$ cat src/sv/b64d_pkg.sv
`timescale 1ns / 1ps
// ----------------------------------------------------------------------------
// b64d_pkg
// Types, constants and the character classifier for the base64 stream decoder.
// ----------------------------------------------------------------------------
package b64d_pkg;

  localparam int unsigned FifoDepthDefault = 4;

  localparam logic [7:0] CharPad = 8'h3D;

  typedef enum logic [1:0] {
    PH_RUN  = 2'd0,
    PH_DONE = 2'd1,
    PH_BAD  = 2'd2
  } b64d_phase_e;

  typedef struct packed {
    logic [7:0] char_code;
    logic       end_of_input;
  } b64d_in_t;

  typedef struct packed {
    logic [7:0] out_byte;
    logic       is_status;
    logic       success;
    logic       last;
  } b64d_out_t;

  // one request's worth of results: up to three bytes and an optional status
  typedef struct packed {
    logic [7:0] b0;
    logic [7:0] b1;
    logic [7:0] b2;
    logic [1:0] nbytes;
    logic       has_status;
    logic       success;
  } b64d_rec_t;

  typedef struct packed {
    logic       valid;
    logic [5:0] value;
  } b64d_sextet_t;

  function automatic b64d_sextet_t sextet_of(input logic [7:0] c);
    b64d_sextet_t r;
    logic [7:0]   t;
    r = '0;
    t = '0;
    if (c >= 8'h41 && c <= 8'h5A) begin
      t = c - 8'h41;
      r = '{valid: 1'b1, value: t[5:0]};
    end else if (c >= 8'h61 && c <= 8'h7A) begin
      t = c - 8'h61 + 8'd26;
      r = '{valid: 1'b1, value: t[5:0]};
    end else if (c >= 8'h30 && c <= 8'h39) begin
      t = c - 8'h30 + 8'd52;
      r = '{valid: 1'b1, value: t[5:0]};
    end else if (c == 8'h2B) begin
      r = '{valid: 1'b1, value: 6'h3E};
    end else if (c == 8'h2F) begin
      r = '{valid: 1'b1, value: 6'h3F};
    end else if (c == CharPad) begin
      r = '{valid: 1'b1, value: 6'h00};
    end
    return r;
  endfunction

  function automatic logic is_blank(input logic [7:0] c);
    return c == 8'h20 || c == 8'h09 || c == 8'h0A || c == 8'h0B ||
           c == 8'h0C || c == 8'h0D;
  endfunction

endpackage

$ cat src/sv/b64d_front.sv
`timescale 1ns / 1ps
// ----------------------------------------------------------------------------
// b64d_front
// Accepts characters, tracks the current group and stream phase, and issues
// one result record per well-formed completed group and per end of input.
// ----------------------------------------------------------------------------
module b64d_front (
  input  logic                clk_i,
  input  logic                rst_ni,
  input  logic                push,
  input  logic                full_i,
  input  b64d_pkg::b64d_in_t  item_i,
  output logic                rec_push_o,
  output b64d_pkg::b64d_rec_t rec_o
);
  import b64d_pkg::*;

  logic [5:0]   s0_q, s0_d;
  logic [5:0]   s1_q, s1_d;
  logic [6:0]   s2_q, s2_d;
  logic [1:0]   count_q, count_d;
  b64d_phase_e  phase_q, phase_d;

  logic         accept;
  logic         pad;
  logic         s2pad;
  b64d_sextet_t sx;

  assign accept = push && !full_i;
  assign pad    = item_i.char_code == CharPad;
  assign s2pad  = s2_q[6];
  assign sx     = sextet_of(item_i.char_code);

  always_comb begin
    s0_d       = s0_q;
    s1_d       = s1_q;
    s2_d       = s2_q;
    count_d    = count_q;
    phase_d    = phase_q;
    rec_push_o = 1'b0;
    rec_o      = '0;
    rec_o.b0   = {s0_q, s1_q[5:4]};
    rec_o.b1   = {s1_q[3:0], s2_q[5:2]};
    rec_o.b2   = {s2_q[1:0], sx.value};
    if (accept) begin
      if (!item_i.end_of_input) begin
        if (phase_q == PH_RUN && !is_blank(item_i.char_code)) begin
          if (!sx.valid || (pad && count_q < 2'd2)) begin
            phase_d = PH_BAD;
            count_d = '0;
          end else if (count_q != 2'd3) begin
            unique case (count_q)
              2'd0: s0_d = sx.value;
              2'd1: s1_d = sx.value;
              default: s2_d = {pad, sx.value};
            endcase
            count_d = count_q + 2'd1;
          end else begin
            count_d = '0;
            if (s2pad && !pad) begin
              phase_d = PH_BAD;
            end else begin
              rec_push_o = 1'b1;
              if (s2pad) begin
                rec_o.nbytes = 2'd1;
              end else if (pad) begin
                rec_o.nbytes = 2'd2;
              end else begin
                rec_o.nbytes = 2'd3;
              end
              if (pad || s2pad) begin
                phase_d = PH_DONE;
              end
              s0_d = '0;
              s1_d = '0;
              s2_d = '0;
            end
          end
        end
      end else begin
        rec_push_o       = 1'b1;
        rec_o.has_status = 1'b1;
        rec_o.b2         = '0;
        if (phase_q != PH_RUN) begin
          rec_o.success = phase_q == PH_DONE;
        end else begin
          unique case (count_q)
            2'd0: rec_o.success = 1'b1;
            2'd1: rec_o.success = 1'b0;
            2'd2: begin
              rec_o.success = 1'b1;
              rec_o.nbytes  = 2'd1;
            end
            default: begin
              rec_o.success = 1'b1;
              rec_o.nbytes  = s2pad ? 2'd1 : 2'd2;
            end
          endcase
        end
        s0_d    = '0;
        s1_d    = '0;
        s2_d    = '0;
        count_d = '0;
        phase_d = PH_RUN;
      end
    end
  end

  always_ff @(posedge clk_i or negedge rst_ni) begin
    if (!rst_ni) begin
      s0_q    <= '0;
      s1_q    <= '0;
      s2_q    <= '0;
      count_q <= '0;
      phase_q <= PH_RUN;
    end else begin
      s0_q    <= s0_d;
      s1_q    <= s1_d;
      s2_q    <= s2_d;
      count_q <= count_d;
      phase_q <= phase_d;
    end
  end

endmodule

$ cat src/sv/b64d_fifo.sv
`timescale 1ns / 1ps
// ----------------------------------------------------------------------------
// b64d_fifo
// Short queue of result records between the front and back parts.
// ----------------------------------------------------------------------------
module b64d_fifo #(
  parameter int unsigned Depth = b64d_pkg::FifoDepthDefault
) (
  input  logic                clk_i,
  input  logic                rst_ni,
  input  logic                push_i,
  input  b64d_pkg::b64d_rec_t wdata_i,
  output logic                full_o,
  input  logic                pop_i,
  output b64d_pkg::b64d_rec_t rdata_o,
  output logic                empty_o
);
  import b64d_pkg::*;

  localparam int unsigned PtrW = (Depth > 1) ? $clog2(Depth) : 1;
  localparam int unsigned CntW = $clog2(Depth + 1);
  localparam logic [PtrW-1:0] PtrLast = PtrW'(Depth - 1);
  localparam logic [CntW-1:0] CntFull = CntW'(Depth);

  b64d_rec_t       mem_q [Depth];
  logic [PtrW-1:0] wr_q, wr_d;
  logic [PtrW-1:0] rd_q, rd_d;
  logic [CntW-1:0] cnt_q, cnt_d;
  logic            do_push;
  logic            do_pop;

  assign full_o  = cnt_q == CntFull;
  assign empty_o = cnt_q == '0;
  assign do_push = push_i && !full_o;
  assign do_pop  = pop_i && !empty_o;
  assign rdata_o = mem_q[rd_q];

  always_comb begin
    wr_d  = wr_q;
    rd_d  = rd_q;
    cnt_d = cnt_q;
    if (do_push) begin
      wr_d = (wr_q == PtrLast) ? '0 : wr_q + PtrW'(1);
    end
    if (do_pop) begin
      rd_d = (rd_q == PtrLast) ? '0 : rd_q + PtrW'(1);
    end
    if (do_push && !do_pop) begin
      cnt_d = cnt_q + CntW'(1);
    end else if (do_pop && !do_push) begin
      cnt_d = cnt_q - CntW'(1);
    end
  end

  always_ff @(posedge clk_i) begin
    if (do_push) begin
      mem_q[wr_q] <= wdata_i;
    end
  end

  always_ff @(posedge clk_i or negedge rst_ni) begin
    if (!rst_ni) begin
      wr_q  <= '0;
      rd_q  <= '0;
      cnt_q <= '0;
    end else begin
      wr_q  <= wr_d;
      rd_q  <= rd_d;
      cnt_q <= cnt_d;
    end
  end

endmodule

$ cat src/sv/b64d_back.sv
`timescale 1ns / 1ps
// ----------------------------------------------------------------------------
// b64d_back
// Unpacks result records into single results, one a cycle unless the output
// is held, into an output register.
// ----------------------------------------------------------------------------
module b64d_back (
  input  logic                clk_i,
  input  logic                rst_ni,
  input  b64d_pkg::b64d_rec_t rec_i,
  input  logic                rec_empty_i,
  output logic                rec_pop_o,
  output b64d_pkg::b64d_out_t result_o,
  output logic                empty,
  input  logic                pop
);
  import b64d_pkg::*;

  b64d_rec_t  cur_q, cur_d;
  logic       cur_valid_q, cur_valid_d;
  logic [1:0] idx_q, idx_d;
  b64d_out_t  out_q, out_d;
  logic       out_valid_q, out_valid_d;

  logic       advance;
  logic       at_last;
  logic [1:0] total;
  b64d_out_t  res;

  assign total     = cur_q.nbytes + {1'b0, cur_q.has_status};
  assign at_last   = idx_q == total - 2'd1;
  assign advance   = cur_valid_q && (!out_valid_q || pop);
  assign rec_pop_o = (!cur_valid_q || (advance && at_last)) && !rec_empty_i;
  assign empty     = !out_valid_q;
  assign result_o  = out_q;

  always_comb begin
    res = '0;
    if (idx_q < cur_q.nbytes) begin
      unique case (idx_q)
        2'd0:    res.out_byte = cur_q.b0;
        2'd1:    res.out_byte = cur_q.b1;
        default: res.out_byte = cur_q.b2;
      endcase
    end else begin
      res.is_status = 1'b1;
      res.success   = cur_q.success;
      res.last      = 1'b1;
    end
  end

  always_comb begin
    cur_d       = cur_q;
    cur_valid_d = cur_valid_q;
    idx_d       = idx_q;
    out_d       = out_q;
    out_valid_d = out_valid_q;
    if (advance) begin
      out_d       = res;
      out_valid_d = 1'b1;
      idx_d       = idx_q + 2'd1;
      if (at_last) begin
        cur_valid_d = 1'b0;
      end
    end else if (pop) begin
      out_valid_d = 1'b0;
    end
    if (rec_pop_o) begin
      cur_d       = rec_i;
      cur_valid_d = 1'b1;
      idx_d       = '0;
    end
  end

  always_ff @(posedge clk_i) begin
    cur_q <= cur_d;
    out_q <= out_d;
  end

  always_ff @(posedge clk_i or negedge rst_ni) begin
    if (!rst_ni) begin
      cur_valid_q <= 1'b0;
      idx_q       <= '0;
      out_valid_q <= 1'b0;
    end else begin
      cur_valid_q <= cur_valid_d;
      idx_q       <= idx_d;
      out_valid_q <= out_valid_d;
    end
  end

endmodule

$ cat src/sv/base64_stream_decoder.sv
`timescale 1ns / 1ps
// ----------------------------------------------------------------------------
// base64_stream_decoder
// Streaming base64 decoder with whitespace skipping and a final status.
// ----------------------------------------------------------------------------
// One character is taken per clock while full is low. A character that
// completes a well-formed group, and every end-of-input request, issues a
// record into a queue of FifoDepth entries; the back part turns each record
// into one to three results at one result per clock unless the output is
// held, so the output side sets the sustained rate and full rises only when
// the record queue fills. Results pass the queue and the back part's record
// and output registers. After end of input a new string is taken at once.
module base64_stream_decoder #(
  parameter int unsigned FifoDepth = b64d_pkg::FifoDepthDefault
) (
  input  logic                clk_i,
  input  logic                rst_ni,
  input  logic                push,
  output logic                full,
  input  b64d_pkg::b64d_in_t  item_i,
  output logic                empty,
  input  logic                pop,
  output b64d_pkg::b64d_out_t result_o
);
  import b64d_pkg::*;

  logic      rec_push;
  b64d_rec_t rec_w;
  logic      mid_full;
  logic      mid_pop;
  logic      mid_empty;
  b64d_rec_t mid_rec;

  assign full = mid_full;

  b64d_front u_front (
    .clk_i      (clk_i),
    .rst_ni     (rst_ni),
    .push       (push),
    .full_i     (mid_full),
    .item_i     (item_i),
    .rec_push_o (rec_push),
    .rec_o      (rec_w)
  );

  b64d_fifo #(
    .Depth (FifoDepth)
  ) u_fifo (
    .clk_i   (clk_i),
    .rst_ni  (rst_ni),
    .push_i  (rec_push),
    .wdata_i (rec_w),
    .full_o  (mid_full),
    .pop_i   (mid_pop),
    .rdata_o (mid_rec),
    .empty_o (mid_empty)
  );

  b64d_back u_back (
    .clk_i       (clk_i),
    .rst_ni      (rst_ni),
    .rec_i       (mid_rec),
    .rec_empty_i (mid_empty),
    .rec_pop_o   (mid_pop),
    .result_o    (result_o),
    .empty       (empty),
    .pop         (pop)
  );

`ifndef ASSERT_OFF
  a_status_form : assert property (@(posedge clk_i) disable iff (!rst_ni)
    (!empty && result_o.is_status) |-> (result_o.last && result_o.out_byte == 8'd0))
    else $error("status result malformed");

  a_data_form : assert property (@(posedge clk_i) disable iff (!rst_ni)
    (!empty && !result_o.is_status) |-> (!result_o.success && !result_o.last))
    else $error("data result carries status bits");

  a_no_overflow : assert property (@(posedge clk_i) disable iff (!rst_ni)
    rec_push |-> !mid_full)
    else $error("record pushed into full queue");

  a_record_size : assert property (@(posedge clk_i) disable iff (!rst_ni)
    rec_push |-> (rec_w.has_status ? rec_w.nbytes != 2'd3 : rec_w.nbytes != 2'd0))
    else $error("record result count out of range");
`endif

endmodule
$ cat config.mk
export PLATFORM = sky130hd
export DESIGN_NAME = base64_stream_decoder
export DESIGN_NICKNAME = d
export VERILOG_FILES = /design/src/sv/b64d_pkg.sv /design/src/sv/b64d_front.sv /design/src/sv/b64d_fifo.sv /design/src/sv/b64d_back.sv /design/src/sv/base64_stream_decoder.sv
export SDC_FILE = /design/constraint.sdc
export NUM_CORES = 1
export LEC_CHECK = 0
export BUFFER_PORTS_ARGS = -buffer_cell sky130_fd_sc_hd__buf_2
export CAP_MARGIN = 20
export CORE_MARGIN = 2
export CORE_UTILIZATION = 40
export CTS_CLUSTER_SIZE = 30
export DETAILED_ROUTE_END_ITERATION = 10
export MAX_ROUTING_LAYER = met4
export PLACE_DENSITY = 0.54
export SLEW_MARGIN = 10
export SYNTH_ARGS = -nofsm -noshare
export SYNTH_HDL_FRONTEND = slang
export SYNTH_SLANG_ARGS = --single-unit
$ cat constraint.sdc
create_clock -name clk_i -period 6.06 [get_ports clk_i]
set_clock_uncertainty 0.2 [all_clocks]
set_input_delay 0.606 -clock clk_i [delete_from_list [all_inputs] [get_ports clk_i]]
set_output_delay 0.606 -clock clk_i [all_outputs]
set_load 0.01 [all_outputs]
After elaboration in Yosys (flattened, before gate mapping)

Memories as Yosys holds them, arrays and structs flattened. A register that Yosys moved wholly into a read port is not among the register bits.
Cells that the tools add are included.

Word-level logic and storage cells: 180
Input bits: 13
Output and inout bits: 13
Memories kept: 1
Memory bits (writable): 112
Flip-flop bits (word level): 45

Add/subtract/negate cells: 13
Reduce and logical (&&, ||, !) cells: 50
Multiplexer cells: 69
Order comparisons: 8
Equality and inequality tests: 24

Memories:

| memory       | words | width | rd ports | clocked after memory_dff | write ports | RTL line        | RTL |
|---|---|---|---|---|---|---|---|
| u_fifo.mem_q | 4     | 28    | 1        | 1                        | 1           | b64d_fifo.sv:25 | `b64d_rec_t mem_q [Depth];` |

Operator list:

| cell                                                            | number |
|---|---|
| two-way mux 7 bit                                               | 12 |
| two-way mux 6 bit                                               | 11 |
| two-way mux 2 bit                                               | 23 |
| == test 8 x 4 -> 1 bit (second input constant)                  | 5 |
| == test 8 x 6 -> 1 bit (second input constant)                  | 4 |
| >= comparator 8 x 7 -> 1 bit (second input constant)            | 2 |
| less-or-equal comparator 8 x 7 -> 1 bit (second input constant) | 2 |
| two-way mux 1 bit                                               | 16 |
| case mux 8 bit (2 select lines)                                 | 1 |
| AND reduction 5 bit                                             | 3 |
| logical AND 1 bit                                               | 14 |
| two-way mux 12 bit                                              | 1 |
| nonzero test 2 bit                                              | 6 |
| subtractor 6 bit (second input constant)                        | 2 |
| zero test 1 bit                                                 | 9 |
| logical OR 1 bit                                                | 9 |
| two-way mux 3 bit                                               | 3 |
| inequality test 3 bit (second input constant)                   | 3 |
| adder 2 x 1 -> 2 bit (second input constant)                    | 4 |
| >= comparator 8 x 6 -> 1 bit (second input constant)            | 1 |
| less-or-equal comparator 8 x 6 -> 1 bit (second input constant) | 1 |
| two-way mux 8 bit                                               | 1 |
| adder 6 x 5 -> 6 bit (second input constant)                    | 1 |
| adder 6 bit (second input constant)                             | 1 |
| 20 further kinds                                                | 29 |

Longest topological paths before layout

Gate-level depths: netlist (run 1).

Word-level depth: 18
Depth in mapped cells: 15
Gate-level depth less buffers: 14

Modules after synthesis

Synthesis (run 1) repeated with hierarchy kept, for this count alone.

Cell total of the unflattened synthesis: 508
Area, all modules: 8135.3 µm²

By module, submodules not included:

| module     | instances | cells an instance | seq. area each (µm²) | area an instance (µm²) |
|---|---|---|---|---|
| b64d_fifo  | 1         | 183               | 3538.4               | 4469.3 |
| b64d_front | 1         | 221               | 575.6                | 2030.7 |
| b64d_back  | 1         | 104               | 1241.2               | 1635.3 |

Worst setup path before layout (run 1)

No wires, ideal clock.

Path type: flip-flop to flip-flop
From: reg u_back.cur_q[2] (netlist name)
To: reg u_fifo.cnt_q[1]
Data required time: 5735 ps
Cell stages (with the launch flop): 12
Setup slack: 2048 ps
Library setup time: 125 ps
Buffers on the path: 0
Arrival: 3687 ps
Clock period less this slack: 4012 ps
Cell sequence: edfxtp_1 > inv_1 > ha_1 > xor2_1 > xnor2_1 > nand3_1 > a21oi_1 > inv_1 > ha_1 > inv_1 > fa_1 > mux2_2

Cells in the longest elaborated chain, start to end: 10
Elaborated cells between the ends (all ways): 12
Those cells by class: add/sub: 2; eq/ne: 1; mux: 1; reduce/logical: 8

RTL lines:

| item                      | RTL line                    | RTL |
|---|---|---|
| adder 2 x 1 -> 2 bit      | b64d_back.sv:30             | `assign total = cur_q.nbytes + {1'b0, cur_q.has_status};` |
| subtractor 2 x 1 -> 2 bit | b64d_back.sv:31             | `assign at_last = idx_q == total - 2'd1;` |
| == test 2 bit             | b64d_back.sv:31             |  |
| logical AND 1 bit         | b64d_back.sv:33             | `assign rec_pop_o = (!cur_valid_q \|\| (advance && at_last)) && !rec_empty_i;` |
| logical OR 1 bit          | b64d_back.sv:33             |  |
| logical AND 1 bit         | b64d_back.sv:33             |  |
| via mid_pop               | base64_stream_decoder.sv:30 | `logic mid_pop;` |
| logical AND 1 bit         | b64d_fifo.sv:35             | `assign do_pop = pop_i && !empty_o;` |
| zero test 1 bit           | b64d_fifo.sv:48             | `if (do_push && !do_pop) begin` |
| logical AND 1 bit         | b64d_fifo.sv:48             |  |
| two-way mux 3 bit         | b64d_fifo.sv:48             |  |
| via u_fifo.cnt_d[1]       | b64d_fifo.sv:28             | `logic [CntW-1:0] cnt_q, cnt_d;` |
| to (signal assigned)      | b64d_fifo.sv:69             | `cnt_q <= cnt_d;` |
| to (decl)                 | b64d_fifo.sv:28             |  |

The timed path passes the listed nets, and every way through them passes these cells.
A chain may end at the register's enable or synchronous reset.

Final worst setup path (run 1)

From: in item_i[3] in the netlist's numbering
To: reg u_fifo.cnt_q[2]

Cells in the longest elaborated chain, start to end: 17
Elaborated cells between the ends (all ways): 48
Those cells by class: order compare: 6; eq/ne: 9; mux: 13; reduce/logical: 20

RTL lines:

| item                         | RTL line                         | RTL |
|---|---|---|
| from (decl)                  | base64_stream_decoder.sv:20      | `input b64d_pkg::b64d_in_t item_i,` |
| == test 8 x 6 -> 1 bit       | b64d_pkg.sv:63, b64d_front.sv:30 |  |
| two-way mux 7 bit            | b64d_pkg.sv:63                   | `end else if (c == CharPad) begin` |
| two-way mux 7 bit            | b64d_pkg.sv:61                   | `end else if (c == 8'h2F) begin` |
| two-way mux 7 bit            | b64d_pkg.sv:59                   | `end else if (c == 8'h2B) begin` |
| two-way mux 7 bit            | b64d_pkg.sv:56                   | `end else if (c >= 8'h30 && c <= 8'h39) begin` |
| two-way mux 7 bit            | b64d_pkg.sv:53                   | `end else if (c >= 8'h61 && c <= 8'h7A) begin` |
| two-way mux 7 bit            | b64d_pkg.sv:50                   | `if (c >= 8'h41 && c <= 8'h5A) begin` |
| zero test 1 bit              | b64d_front.sv:48                 | `if (!sx.valid \|\| (pad && count_q < 2'd2)) begin` |
| [... 2 more ...]             | --                               |  |
| two-way mux 1 bit *          | b64d_front.sv:47                 | `if (phase_q == PH_RUN && !is_blank(item_i.char_code)) begin` |
| two-way mux 1 bit *          | b64d_front.sv:46                 | `if (!item_i.end_of_input) begin` |
| two-way mux 1 bit *          | b64d_front.sv:45                 | `if (accept) begin` |
| logical AND 1 bit *          | b64d_fifo.sv:34                  | `assign do_push = push_i && !full_o;` |
| via u_fifo.do_push           | b64d_fifo.sv:29                  | `logic do_push;` |
| zero test 1 bit              | b64d_fifo.sv:50                  | `end else if (do_pop && !do_push) begin` |
| logical AND 1 bit            | b64d_fifo.sv:50                  |  |
| nonzero test 2 bit (no line) | --                               |  |

Mark *: on every way through the listed nets, which the timed path passes. The rest lies on a longest branch.

==> impl_metrics.xml, run 1 <==
<?xml version="1.0" encoding="UTF-8"?>
<metrics>
  <group name="cells_and_area">
    <metric name="syn2layout_area_growth" unit="%">13.9</metric>
    <metric name="final_area" unit="um2">9010</metric>
    <metric name="diodes" unit="">0</metric>
    <metric name="post_route_cells_drive_above_1_share" unit="%">20.2</metric>
    <metric name="seq_area" unit="um2">5360</metric>
    <metric name="final_net_count" unit="">570</metric>
    <metric name="num-fill-cells" unit="">1688</metric>
    <metric name="layout_utilization" unit="%">46.3</metric>
    <metric name="multi_input_comb_area" unit="um2">2390</metric>
  </group>
  <group name="die">
    <metric name="die_area" unit="um2">20900</metric>
    <metric name="floorplan.initialDensity" unit="%">40.7</metric>
    <metric name="die_h" unit="um">145</metric>
    <metric name="die_width" unit="um">145</metric>
    <metric name="placeableCoreArea" unit="um2">19500</metric>
    <metric name="rows" unit="">51</metric>
    <metric name="ios" unit="">26</metric>
  </group>
  <group name="run_status">
    <metric name="outcome" unit="">completed</metric>
  </group>
  <group name="synth">
    <metric name="synth_top_cells_by_area" unit="">edfxtp_1, dfrtp_1, mux4_2</metric>
    <metric name="number_of_enable_flip_flop_cells_after_synthesis" unit="">150</metric>
    <metric name="synth-compound-area-share" unit="%">8.35</metric>
    <metric name="post_synth_adder_cell_area" unit="%">4.21</metric>
    <metric name="ys.warnings.count" unit="">0</metric>
    <metric name="synth-main-ff-cell" unit="">edfxtp_1</metric>
    <metric name="ys_seq_elements" unit="">184</metric>
    <metric name="synthSimpleGateAreaFrac" unit="%">7.38</metric>
    <metric name="synthesis.instances" unit="">496</metric>
    <metric name="synth_largest_area_cell" unit="">edfxtp_1</metric>
    <metric name="post_synth_instance_area" unit="um2">7910</metric>
    <metric name="synthXorXnorAreaFrac" unit="%">0.996</metric>
    <metric name="synth.avg_cell_area" unit="um2">16.0</metric>
    <metric name="muxShareOfSynthArea" unit="%">9.16</metric>
    <metric name="synth_top_family_by_area" unit="">multiplexers</metric>
    <metric name="ys_seq_area_share" unit="%">67.7</metric>
    <metric name="asyncSetResetFlopFracSynth" unit="%">18.5</metric>
    <metric name="synth.distinct_cells" unit="">61</metric>
    <metric name="synth_fp_nets" unit="">535</metric>
    <metric name="synth_top_area_share" unit="%">56.9</metric>
  </group>
  <group name="job">
    <metric name="cap_violations" unit="">0</metric>
  </group>
  <group name="setup_path">
    <metric name="timing.critical_path.to" unit="">u_fifo.cnt_q[2]</metric>
    <metric name="reg2reg_to" unit="">u_fifo.cnt_q[1]</metric>
    <metric name="regToRegStartpoint" unit="">u_back.cur_q[2]</metric>
    <metric name="worstSetupStartpoint" unit="">item_i[3]</metric>
    <metric name="crit_path_max_incr_delay" unit="ps">540</metric>
    <metric name="worst-path-max-fanout" unit="">10</metric>
    <metric name="critical_path.endpoint_type" unit="">flop</metric>
    <metric name="timing.reg2reg.worst_path_depth" unit="">11</metric>
    <metric name="cp_cell_sequence" unit="">buf_2 &gt; inv_1 &gt; ha_1 &gt; a21oi_1 &gt; nor3b_1 &gt; or3_1 &gt; nand2_4 &gt; a41oi_4 &gt; inv_1 &gt; ha_1 &gt; inv_1 &gt; fa_1 &gt; xor2_1 &gt; nor2_1 &gt; xor2_1</metric>
    <metric name="category_of_the_critical_setup_timing_path" unit="">in2reg</metric>
    <metric name="worst_ep_arrival_time" unit="ps">3580</metric>
    <metric name="crit_path_start_kind" unit="">input port</metric>
    <metric name="timing.critical_path.mode_cell" unit="">inv_1</metric>
    <metric name="required" unit="ps">6200</metric>
    <metric name="ff2ff_setup_slack" unit="ps">2680</metric>
    <metric name="worst_path_max_delay_cell" unit="">or3_1</metric>
  </group>
  <group name="global_route">
    <metric name="gr-max-usage-layer" unit="">met2</metric>
    <metric name="grt_antenna_before_repair" unit="">0</metric>
    <metric name="grtUsageMet1" unit="%">21.7</metric>
    <metric name="grt_use_met3" unit="%">2.75</metric>
    <metric name="grt_pass1_wl" unit="um">24200</metric>
    <metric name="grt_remaining_overflow" unit="">0</metric>
    <metric name="first_global_vias" unit="">4210</metric>
    <metric name="grt_use_met2" unit="%">25.4</metric>
    <metric name="grt_start_max_net_pins" unit="">35</metric>
    <metric name="globalRouteTotalUtil" unit="%">16.2</metric>
  </group>
  <group name="sta">
    <metric name="final.hold.worst_slack" unit="ps">59.3</metric>
    <metric name="setup_viol" unit="">0</metric>
    <metric name="worst_margin_slew" unit="ps">1020</metric>
    <metric name="fmax" unit="GHz">0.291</metric>
    <metric name="final-hold-violation-count" unit="">0</metric>
    <metric name="final.min_clock_period" unit="ps">3440</metric>
    <metric name="grt_setup_unrepaired" unit="">false</metric>
    <metric name="final.setup.worst_slack" unit="ps">2620</metric>
    <metric name="finalSetupTns" unit="ps">0</metric>
    <metric name="finalMaxSlewViolations" unit="">0</metric>
    <metric name="post-route-period-util" unit="%">56.7</metric>
    <metric name="timing.slew.headroom" unit="%">32.1</metric>
  </group>
  <group name="clocking">
    <metric name="worst_skew_pair.late_latency" unit="ps">420</metric>
    <metric name="tritoncts" unit="">yes</metric>
    <metric name="post-cts-setup-buffers" unit="">0</metric>
    <metric name="cts_hold_repair.buffers" unit="">0</metric>
    <metric name="clock-sinks" unit="">184</metric>
    <metric name="cts_resized" unit="">0</metric>
    <metric name="clock_path_buffers" unit="">2</metric>
    <metric name="cts_made_buffers" unit="">17</metric>
    <metric name="cts.reportedPaths.clkPinSlew" unit="ps">70</metric>
    <metric name="clk_root_buffer_cell" unit="">clkbuf_16</metric>
    <metric name="cts_max_level" unit="">4</metric>
  </group>
  <group name="worst_hold_path">
    <metric name="hold_class" unit="">in2async</metric>
  </group>
  <group name="power_and_ir_drop">
    <metric name="peak_ir_drop_on_the_vdd_network" unit="mV">0.208</metric>
    <metric name="pwr_density_cell" unit="nW/um2">457</metric>
    <metric name="switching_power" unit="W">0.00119</metric>
    <metric name="switching_power_as_a_share_of_total_power" unit="%">28.9</metric>
    <metric name="share_comb_of_total_power" unit="%">26.0</metric>
    <metric name="clock_power_share" unit="%">28.9</metric>
    <metric name="cellInternalPower" unit="W">0.00293</metric>
    <metric name="power.leakage" unit="nW">3.29</metric>
    <metric name="power.sequential.fraction" unit="%">45.1</metric>
  </group>
  <group name="route">
    <metric name="via_per_inst" unit="">5.16</metric>
    <metric name="routed-via-count" unit="">4177</metric>
    <metric name="drc" unit="">0</metric>
    <metric name="drt-wirelength-per-cell" unit="um">18.6</metric>
    <metric name="totalWireLength" unit="um">15000</metric>
    <metric name="drt_pre_antenna_iters" unit="">4</metric>
    <metric name="final_ant_viol_nets" unit="">0</metric>
    <metric name="drt-initial-drc-count" unit="">263</metric>
  </group>
  <group name="place">
    <metric name="dpl.hpwl" unit="um">10300</metric>
    <metric name="gpl.final_weighted_congestion" unit="">0.848</metric>
    <metric name="placed_cell_area" unit="um2">8350</metric>
    <metric name="io_buffers" unit="">25</metric>
    <metric name="pre_cts_ws" unit="ps">2190</metric>
  </group>
</metrics>
-- power groups by stage --
stage | combinational [W] | clock (W) | sequential [W]
2_1_floorplan | 0.000772 | 0 | 0.00187
3_3_place_gp | 0.00101 | 0 | 0.00193
3_5_place_dp | 0.00103 | 0 | 0.00194
4_1_cts | 0.00103 | 0.00122 | 0.00191
5_1_grt | 0.00120 | 0.00126 | 0.00189
6_report | 0.00107 | 0.00119 | 0.00186
-- layout make-up --
cell class	count	area share (%)
inverters	26	1.08
flip-flops and latches	184	59.4
repair buffers	32	2.11
multi-input cells	270	26.5
clock inverters	15	2.46
clock buffers	17	4.72
well taps	265	3.68
-- cell families after synthesis --
family          count (synthesis)
compound gates                 91
flops                         184
fa+ha+maj                      26
mux                            36
simple gates                  108
xor+xnor                        9
buf+inv                        42
-- worst min-delay path by stage --
stage               cells past startpoint  slack, ps                 end
floorplan                               0        110  u_back.cur_valid_q
global placement                        1        270     u_fifo.cnt_q[2]
detailed placement                      1        310  u_back.result_o[1]
CTS                                     1         80     u_back.idx_q[1]
global route                            1        120     u_back.idx_q[1]
finish                                  1         60  u_back.out_valid_q
-- per-stage QoR --
| step | instances | total power (W) |
|---|---|---|
| 5_1_grt | 809 | 0.00436 |
| 3_5_place_dp | 776 | 0.00297 |
| 2_1_floorplan | 496 | 0.00264 |
| 6_report | 809 | 0.00412 |
| 4_1_cts | 808 | 0.00416 |
| 3_3_place_gp | 776 | 0.00294 |
-- critical path: cells and delay by family --
kind,cells,cell delay [ps]
AOI/OAI and AO/OA,2,390
xor gates and xnor gates,2,310
adders and majority gates,3,930
buffers and inverters,4,430
and+or+nand+nor,4,910
-- metal layers --
layer  part of all wire [%]  up-vias
li1                       -     1983
met1                     47     2111
met2                     50       70
met3                    2.3       13
met4                    1.2        0
met5                      0        -
-- Yosys cell counts (3+ instances only) --
| cell | count |
|---|---|
| and2_1 | 8 |
| nand3_1 | 4 |
| mux2_2 | 3 |
| or3_1 | 4 |
| nand2b_1 | 7 |
| mux2i_1 | 3 |
| xnor2_1 | 5 |
| ha_1 | 25 |
| a22o_1 | 3 |
| and2b_1 | 4 |
| nor3_1 | 6 |
| dfrtp_1 | 34 |
| nor2_1 | 24 |
| xor2_1 | 4 |
| mux4_2 | 28 |
| o21ai_0 | 15 |
| o2bb2ai_1 | 11 |
| buf_1 | 4 |
| a22oi_1 | 10 |
| a21oi_1 | 20 |
| a31oi_1 | 6 |
| nand2_1 | 28 |
| edfxtp_1 | 150 |
| o31ai_1 | 3 |
| nor2b_1 | 5 |
| buf_4 | 3 |
| clkbuf_1 | 8 |
| a32o_1 | 4 |
| inv_1 | 26 |
-- state kept, by name, indices dropped and copies added, names as in the netlist, 2 cells and up --
register and flops:
u_fifo.wr_q 2, u_back.cur_q 28, u_fifo.cnt_q 3, u_fifo.mem_q 112, u_fifo.rd_q 2, u_front.s0_q 6
u_front.s1_q 6, u_back.idx_q 2, u_front.s2_q 7, u_front.phase_q 2, u_back.result_o 10, u_front.count_q 2
-- placed cells by master (no fill, tap or decap), drive strengths merged, types with 3 or more instances in the layout --
cell type / instances
a21oi: 22
a22o: 3
a22oi: 10
a31oi: 6
a32o: 4
and2: 9
and2b: 4
buf: 32
bufinv: 5
clkbuf: 17
clkinv: 4
dfrtp: 34
edfxtp: 150
ha: 25
inv: 30
mux2: 5
mux2i: 3
mux4: 28
nand2: 29
nand2b: 7
nand3: 4
nor2: 24
nor2b: 5
nor3: 7
o21ai: 17
o2bb2ai: 11
o31ai: 3
or3: 4
xnor2: 5
xor2: 4
(Power assumes the default switching activity.)
==> inputs of run 2 (changes only) <==
ABC_AREA = 1   (was not set)
PLACE_DENSITY = 0.56   (was 0.54)
clock period = 2.8 ns   (was 6.06 ns; I/O delays follow)
==> impl_metrics.xml, run 2 <==
<?xml version="1.0" encoding="UTF-8"?>
<metrics>
  <group name="sta">
    <metric name="final.hold.worst_slack" unit="ps">56.5</metric>
    <metric name="worst_margin_slew" unit="ps">856</metric>
    <metric name="final.setup.worst_slack" unit="ps">154</metric>
    <metric name="finalMaxSlewViolations" unit="">0</metric>
    <metric name="final.min_clock_period" unit="ps">2650</metric>
    <metric name="fmax" unit="GHz">0.378</metric>
    <metric name="timing.slew.headroom" unit="%">42.9</metric>
    <metric name="setup_viol" unit="">0</metric>
    <metric name="final-hold-violation-count" unit="">0</metric>
    <metric name="post-route-period-util" unit="%">94.5</metric>
  </group>
  <group name="global_route">
    <metric name="grt_start_max_net_pins" unit="">59</metric>
    <metric name="globalRouteTotalUtil" unit="%">17.6</metric>
    <metric name="first_global_vias" unit="">5343</metric>
    <metric name="grt_remaining_overflow" unit="">0</metric>
    <metric name="grt_pass1_wl" unit="um">28400</metric>
    <metric name="grt_antenna_before_repair" unit="">0</metric>
  </group>
  <group name="place">
    <metric name="io_buffers" unit="">25</metric>
    <metric name="dpl.hpwl" unit="um">12400</metric>
    <metric name="pre_cts_ws" unit="ps">-255</metric>
    <metric name="placed_cell_area" unit="um2">9070</metric>
    <metric name="gpl.final_weighted_congestion" unit="">0.926</metric>
  </group>
  <group name="die">
    <metric name="die_area" unit="um2">21800</metric>
    <metric name="die_width" unit="um">148</metric>
    <metric name="die_h" unit="um">148</metric>
    <metric name="placeableCoreArea" unit="um2">20200</metric>
    <metric name="rows" unit="">52</metric>
    <metric name="ios" unit="">26</metric>
    <metric name="floorplan.initialDensity" unit="%">40.8</metric>
  </group>
  <group name="synth">
    <metric name="synthSimpleGateAreaFrac" unit="%">16.0</metric>
    <metric name="asyncSetResetFlopFracSynth" unit="%">18.5</metric>
    <metric name="synth-main-ff-cell" unit="">edfxtp_1</metric>
    <metric name="synth_largest_area_cell" unit="">edfxtp_1</metric>
    <metric name="ys_seq_area_share" unit="%">64.9</metric>
    <metric name="synthesis.instances" unit="">735</metric>
    <metric name="post_synth_instance_area" unit="um2">8250</metric>
    <metric name="synth-compound-area-share" unit="%">8.95</metric>
    <metric name="muxShareOfSynthArea" unit="%">0.137</metric>
    <metric name="most_frequent_cells_after_synthesis" unit="">edfxtp_1, nand2_1, nor2_1</metric>
    <metric name="post_synth_adder_cell_area" unit="%">4.04</metric>
    <metric name="synth_fp_nets" unit="">774</metric>
    <metric name="synth_top_area_share" unit="%">54.6</metric>
    <metric name="synth_top_cells_by_area" unit="">edfxtp_1, dfrtp_1, nand2_1</metric>
    <metric name="ys.warnings.count" unit="">0</metric>
    <metric name="ys_seq_elements" unit="">184</metric>
    <metric name="synth.most_common_cell" unit="">edfxtp_1</metric>
    <metric name="number_of_enable_flip_flop_cells_after_synthesis" unit="">150</metric>
    <metric name="synthXorXnorAreaFrac" unit="%">1.17</metric>
    <metric name="synth.distinct_cells" unit="">40</metric>
    <metric name="synth_top_family_by_area" unit="">simple AND/OR/NAND/NOR gates</metric>
    <metric name="synth.avg_cell_area" unit="um2">11.2</metric>
  </group>
  <group name="cells_and_area">
    <metric name="diodes" unit="">0</metric>
    <metric name="final_net_count" unit="">847</metric>
    <metric name="largest_register_ffs" unit="">112</metric>
    <metric name="post_route_cells_drive_above_1_share" unit="%">21.6</metric>
    <metric name="largest-register" unit="">u_fifo.mem_q</metric>
    <metric name="final_common_cell" unit="">edfxtp_1</metric>
    <metric name="layout_utilization" unit="%">47.9</metric>
    <metric name="final_area" unit="um2">9680</metric>
    <metric name="layout_common_cells" unit="">edfxtp_1, nand2_1, nor2_1</metric>
    <metric name="syn2layout_area_growth" unit="%">17.4</metric>
    <metric name="num-fill-cells" unit="">1814</metric>
  </group>
  <group name="setup_path">
    <metric name="crit_path_max_incr_delay" unit="ps">430</metric>
    <metric name="critical_path.endpoint_type" unit="">flop</metric>
    <metric name="worst_path_max_delay_cell" unit="">edfxtp_1</metric>
    <metric name="required" unit="ps">2900</metric>
    <metric name="crit_path_start_kind" unit="">flop</metric>
    <metric name="cp_cell_sequence" unit="">inv_2 &gt; ha_4 &gt; xnor2_2 &gt; xor2_1 &gt; o31ai_1 &gt; buf_4 &gt; nand2_2 &gt; ha_2 &gt; inv_2 &gt; fa_1 &gt; a21oi_1 &gt; o21ai_1 &gt; xor2_1</metric>
    <metric name="category_of_the_critical_setup_timing_path" unit="">reg2reg</metric>
    <metric name="worst-path-max-fanout" unit="">2</metric>
    <metric name="worst_ep_arrival_time" unit="ps">2750</metric>
  </group>
  <group name="power_and_ir_drop">
    <metric name="share_comb_of_total_power" unit="%">31.1</metric>
    <metric name="pwr_density_cell" unit="nW/um2">969</metric>
    <metric name="switching_power" unit="W">0.00313</metric>
    <metric name="power.sequential.fraction" unit="%">44.3</metric>
    <metric name="cellInternalPower" unit="W">0.00625</metric>
    <metric name="switching_power_as_a_share_of_total_power" unit="%">33.4</metric>
    <metric name="power.leakage" unit="nW">3.92</metric>
    <metric name="peak_ir_drop_on_the_vdd_network" unit="mV">0.487</metric>
    <metric name="clock_power_share" unit="%">24.6</metric>
  </group>
  <group name="clocking">
    <metric name="cts.reportedPaths.clkPinSlew" unit="ps">70</metric>
    <metric name="clock-sinks" unit="">184</metric>
    <metric name="worst_skew_pair.late_latency" unit="ps">420</metric>
    <metric name="clock_path_buffers" unit="">2</metric>
    <metric name="cts_max_level" unit="">4</metric>
    <metric name="post-cts-setup-buffers" unit="">0</metric>
    <metric name="clk_root_buffer_cell" unit="">clkbuf_16</metric>
    <metric name="tritoncts" unit="">yes</metric>
    <metric name="cts_made_buffers" unit="">17</metric>
  </group>
  <group name="route">
    <metric name="via_per_inst" unit="">4.99</metric>
    <metric name="drt-wirelength-per-cell" unit="um">16.3</metric>
    <metric name="drc" unit="">0</metric>
    <metric name="routed-via-count" unit="">5445</metric>
    <metric name="drt-initial-drc-count" unit="">411</metric>
    <metric name="final_ant_viol_nets" unit="">0</metric>
    <metric name="drt_pre_antenna_iters" unit="">5</metric>
    <metric name="totalWireLength" unit="um">17700</metric>
  </group>
  <group name="job">
    <metric name="cap_violations" unit="">0</metric>
  </group>
  <group name="worst_hold_path">
    <metric name="hold_class" unit="">in2reg</metric>
  </group>
  <group name="run_status">
    <metric name="outcome" unit="">completed</metric>
  </group>
</metrics>
-- run 2: power groups by stage --
stage / Sequential (W) / Clock [W] / Combinational (W)
2_1_floorplan: 0.00417 / 0 / 0.00177
3_3_place_gp: 0.00420 / 0 / 0.00283
3_5_place_dp: 0.00422 / 0 / 0.00291
4_1_cts: 0.00417 / 0.00235 / 0.00292
5_1_grt: 0.00422 / 0.00248 / 0.00330
6_report: 0.00416 / 0.00231 / 0.00292
-- run 2: kinds of logic (layout without fill, tap and decap cells) --
kind of cell	after synthesis	in the layout
compound gates	131	131
mux	1	1
fa+ha+maj	26	26
flops	184	184
buf+inv	90	176
simple gates	292	292
xor+xnor	11	11
-- run 2: routing by layer --
| layer | GRT usage, % | share of wire (%) | up-vias |
|---|---|---|---|
| met5 | - | 0 | - |
| met3 | 3.09 | 4.2 | 17 |
| li1 | - | - | 2668 |
| met1 | 23.1 | 45 | 2633 |
| met2 | 28.0 | 50 | 127 |
| met4 | 5.72 | 1.4 | 0 |
-- run 2: worst paths after layout --
check	startpoint	endpoint	slack, ps	cells past startpoint
max in group asynchronous	rst_ni	u_front.s2_q[1]	1550	2
hold / removal	item_i[0]	u_front.phase_q[1]	60	4
setup / recovery	u_back.cur_q[1]	u_fifo.cnt_q[2]	150	13
setup reg to reg	u_back.cur_q[1]	u_fifo.cnt_q[2]	150	13
min in group asynchronous	rst_ni	u_back.out_valid_q	300	2
hold reg to reg	u_front.s2_q[0]	u_front.s2_q[0]	300	2
-- run 2: worst max-delay path, delay by kind of cell, from the launching register on --
kind / cells / cell delay (ps)
AOI/OAI and AO/OA: 3 / 340
xor gates and xnor gates: 3 / 420
adders and majority gates: 3 / 740
buffers and inverters: 3 / 320
DFF: 1 / 430
and+or+nand+nor: 1 / 60
-- run 2: layout make-up --
class	count	area (um2)	share of cell area, %
Timing Repair Buffer	80	643	6.64
Sequential cell	184	5360	55.3
Tap cell	270	338	3.49
Clock buffer	19	443	4.57
Multi-Input combinational cell	461	2540	26.2
Clock inverter	13	126	1.30
Inverter	64	243	2.51
-- run 2: timing repair --
item	4_1_cts	5_1_grt
hold endpoints to repair	35	0
endpoints found under the setup margin	0	2
hold buffers	2	0
gates resized for setup	0	8
-- run 2: per-stage QoR --
step           std cells  TNS, ps  total power [W]
3_5_place_dp        1057     -397          0.00713
4_1_cts             1091        0          0.00944
3_3_place_gp        1057     -200          0.00703
5_1_grt             1091    -6.01           0.0100
2_1_floorplan        735   -44040          0.00594
6_report            1091        0          0.00939
==> inputs of run 3 (changes only) <==
CORE_MARGIN = 5   (was 2)
RECOVER_POWER = 25   (was not set)
SKIP_LAST_GASP = 1   (was not set)
==> impl_metrics.xml, run 3 (synthesized netlist as in run 2, its figures left out) <==
<?xml version="1.0" encoding="UTF-8"?>
<metrics>
  <group name="route">
    <metric name="routed-via-count" unit="">5421</metric>
    <metric name="drt-wirelength-per-cell" unit="um">16.9</metric>
    <metric name="drt-initial-drc-count" unit="">295</metric>
    <metric name="drc" unit="">0</metric>
    <metric name="drt_pre_antenna_iters" unit="">5</metric>
    <metric name="final_ant_viol_nets" unit="">0</metric>
    <metric name="totalWireLength" unit="um">18400</metric>
    <metric name="via_per_inst" unit="">4.96</metric>
  </group>
  <group name="sta">
    <metric name="post-route-period-util" unit="%">95.0</metric>
    <metric name="grt_setup_unrepaired" unit="">false</metric>
    <metric name="final-hold-violation-count" unit="">0</metric>
    <metric name="setup_viol" unit="">0</metric>
    <metric name="finalSetupTns" unit="ps">0</metric>
    <metric name="finalMaxSlewViolations" unit="">0</metric>
    <metric name="final.min_clock_period" unit="ps">2660</metric>
    <metric name="timing.slew.headroom" unit="%">34.1</metric>
    <metric name="worst_margin_slew" unit="ps">988</metric>
    <metric name="final.setup.worst_slack" unit="ps">141</metric>
    <metric name="fmax" unit="GHz">0.376</metric>
  </group>
  <group name="cells_and_area">
    <metric name="num-fill-cells" unit="">1877</metric>
    <metric name="layout_common_cells" unit="">edfxtp_1, nand2_1, nor2_1</metric>
    <metric name="final_common_cell" unit="">edfxtp_1</metric>
    <metric name="largest-register" unit="">u_fifo.mem_q</metric>
    <metric name="seq_area" unit="um2">5360</metric>
    <metric name="final_area" unit="um2">9670</metric>
    <metric name="final_net_count" unit="">848</metric>
    <metric name="post_route_cells_drive_above_1_share" unit="%">20.4</metric>
    <metric name="largest_register_ffs" unit="">112</metric>
    <metric name="multi_input_comb_area" unit="um2">2540</metric>
    <metric name="diodes" unit="">0</metric>
    <metric name="syn2layout_area_growth" unit="%">17.3</metric>
  </group>
  <group name="clocking">
    <metric name="cts_made_buffers" unit="">17</metric>
    <metric name="tritoncts" unit="">yes</metric>
    <metric name="cts_max_level" unit="">4</metric>
    <metric name="worst_skew_pair.late_latency" unit="ps">420</metric>
    <metric name="cts.reportedPaths.clkPinSlew" unit="ps">70</metric>
    <metric name="clk_root_buffer_cell" unit="">clkbuf_16</metric>
    <metric name="clock-sinks" unit="">184</metric>
    <metric name="clock_path_buffers" unit="">2</metric>
  </group>
  <group name="setup_path">
    <metric name="category_of_the_critical_setup_timing_path" unit="">reg2reg</metric>
    <metric name="required" unit="ps">2910</metric>
    <metric name="worst_ep_arrival_time" unit="ps">2770</metric>
    <metric name="reg2reg_to" unit="">u_fifo.cnt_q[1]</metric>
    <metric name="worst-path-max-fanout" unit="">2</metric>
    <metric name="worstSetupStartpoint" unit="">u_back.cur_q[2]</metric>
    <metric name="timing.reg2reg.worst_path_depth" unit="">11</metric>
    <metric name="ff2ff_setup_slack" unit="ps">140</metric>
    <metric name="regToRegStartpoint" unit="">u_back.cur_q[2]</metric>
    <metric name="critical_path.endpoint_type" unit="">flop</metric>
    <metric name="crit_path_start_kind" unit="">flop</metric>
  </group>
  <group name="global_route">
    <metric name="first_global_vias" unit="">5434</metric>
    <metric name="grt_remaining_overflow" unit="">0</metric>
    <metric name="grt_start_max_net_pins" unit="">58</metric>
    <metric name="globalRouteTotalUtil" unit="%">16.1</metric>
    <metric name="grt_pass1_wl" unit="um">29000</metric>
    <metric name="grt_antenna_before_repair" unit="">0</metric>
  </group>
  <group name="place">
    <metric name="dpl.hpwl" unit="um">12300</metric>
    <metric name="pre_cts_ws" unit="ps">-247</metric>
    <metric name="placed_cell_area" unit="um2">9040</metric>
    <metric name="gpl.final_weighted_congestion" unit="">0.901</metric>
    <metric name="io_buffers" unit="">25</metric>
  </group>
  <group name="worst_hold_path">
    <metric name="whs_path_depth" unit="">4</metric>
    <metric name="hold_end" unit="">u_front.phase_q[1]</metric>
    <metric name="hold_class" unit="">in2reg</metric>
    <metric name="worst_hold_startpoint" unit="">item_i[0]</metric>
  </group>
  <group name="die">
    <metric name="die_width" unit="um">154</metric>
    <metric name="die_area" unit="um2">23600</metric>
    <metric name="placeableCoreArea" unit="um2">20300</metric>
    <metric name="die_h" unit="um">154</metric>
    <metric name="rows" unit="">52</metric>
    <metric name="floorplan.initialDensity" unit="%">40.6</metric>
    <metric name="ios" unit="">26</metric>
  </group>
  <group name="job">
    <metric name="cap_violations" unit="">0</metric>
  </group>
  <group name="power_and_ir_drop">
    <metric name="power.leakage" unit="nW">3.89</metric>
    <metric name="pwr_density_cell" unit="nW/um2">979</metric>
    <metric name="peak_ir_drop_on_the_vdd_network" unit="mV">0.648</metric>
  </group>
  <group name="run_status">
    <metric name="outcome" unit="">completed</metric>
  </group>
</metrics>
==> run 3: changes by cell type in the layout (fill, tap and decap cells not counted), moves of 2 or more <==
cell	change
clkinv_4	+2
buf_2	-10
clkbuf_1	+11
buf_12	-2
buf_4	+2
clkinv_2	-6
==> run 3: repair_timing <==
| action | in CTS | in global routing |
|---|---|---|
| buffers inserted | 0 | 1 |
| gates resized for setup | 0 | 9 |
| endpoints found under the setup margin | 0 | 2 |
| hold endpoints to repair | 35 | 0 |
| hold buffers | 2 | 0 |
==> run 3: final cells by class <==
class / count / share of cell area, %
well taps: 270 / 3.49
clock inverters: 12 / 1.46
flip-flops and latches: 184 / 55.4
repair buffers: 81 / 6.31
inverters: 64 / 2.51
clock buffers: 20 / 4.62
multi-input cells: 461 / 26.2
==> run 3: worst max-delay path: stages, from the launching register on <==
cell and delay, ps:
edfxtp_1 410, inv_1 80, ha_2 180, xnor2_2 70
xor2_1 150, o31ai_1 260, buf_4 200, nand2_4 60
ha_2 180, inv_2 70, fa_2 420, mux2_2 260
==> run 3: through the flow <==
step / total power, W / utilization [%] / std cells / hold slack [ps]
finish: 0.00947 / 47.6 / 1092 / 57.9
global route: 0.0100 / 47.6 / 1092 / 74.0
CTS: 0.00951 / 47.6 / 1091 / 48.6
detailed placement: 0.00715 / 44.6 / 1057 / 257
global placement: 0.00705 / 44.6 / 1057 / 236
floorplan: 0.00594 / - / 735 / -216
==> run 3: worst max-delay path by stage <==
| stage | slack (ps) | endpoint | depth (start not counted) |
|---|---|---|---|
| detailed placement | -250 | u_fifo.cnt_q[2] | 20 |
| global route | 8 | u_fifo.cnt_q[1] | 11 |
| finish | 140 | u_fifo.cnt_q[1] | 11 |
| CTS | 70 | u_fifo.cnt_q[2] | 13 |
| floorplan | -390 | u_fifo.mem_q[3][0] | 11 |
| global placement | -190 | u_fifo.cnt_q[2] | 20 |
==> run 3: metal layers <==
metal / GRT usage, % / wire length, um
met3: 3.12 / 804
met1: 20.7 / 8370
met2: 26.6 / 8990
met5: - / 0
met4: 4.21 / 238
==> run 3: report_power, final <==
part / leakage [nW] / total (W) / switching (W) / internal, W
Sequential: 1.85 / 0.00413 / 0.000260 / 0.00387
Clock: 0.287 / 0.00237 / 0.00101 / 0.00135
Combinational: 1.75 / 0.00297 / 0.00194 / 0.00103
Total: 3.89 / 0.00947 / 0.00322 / 0.00625
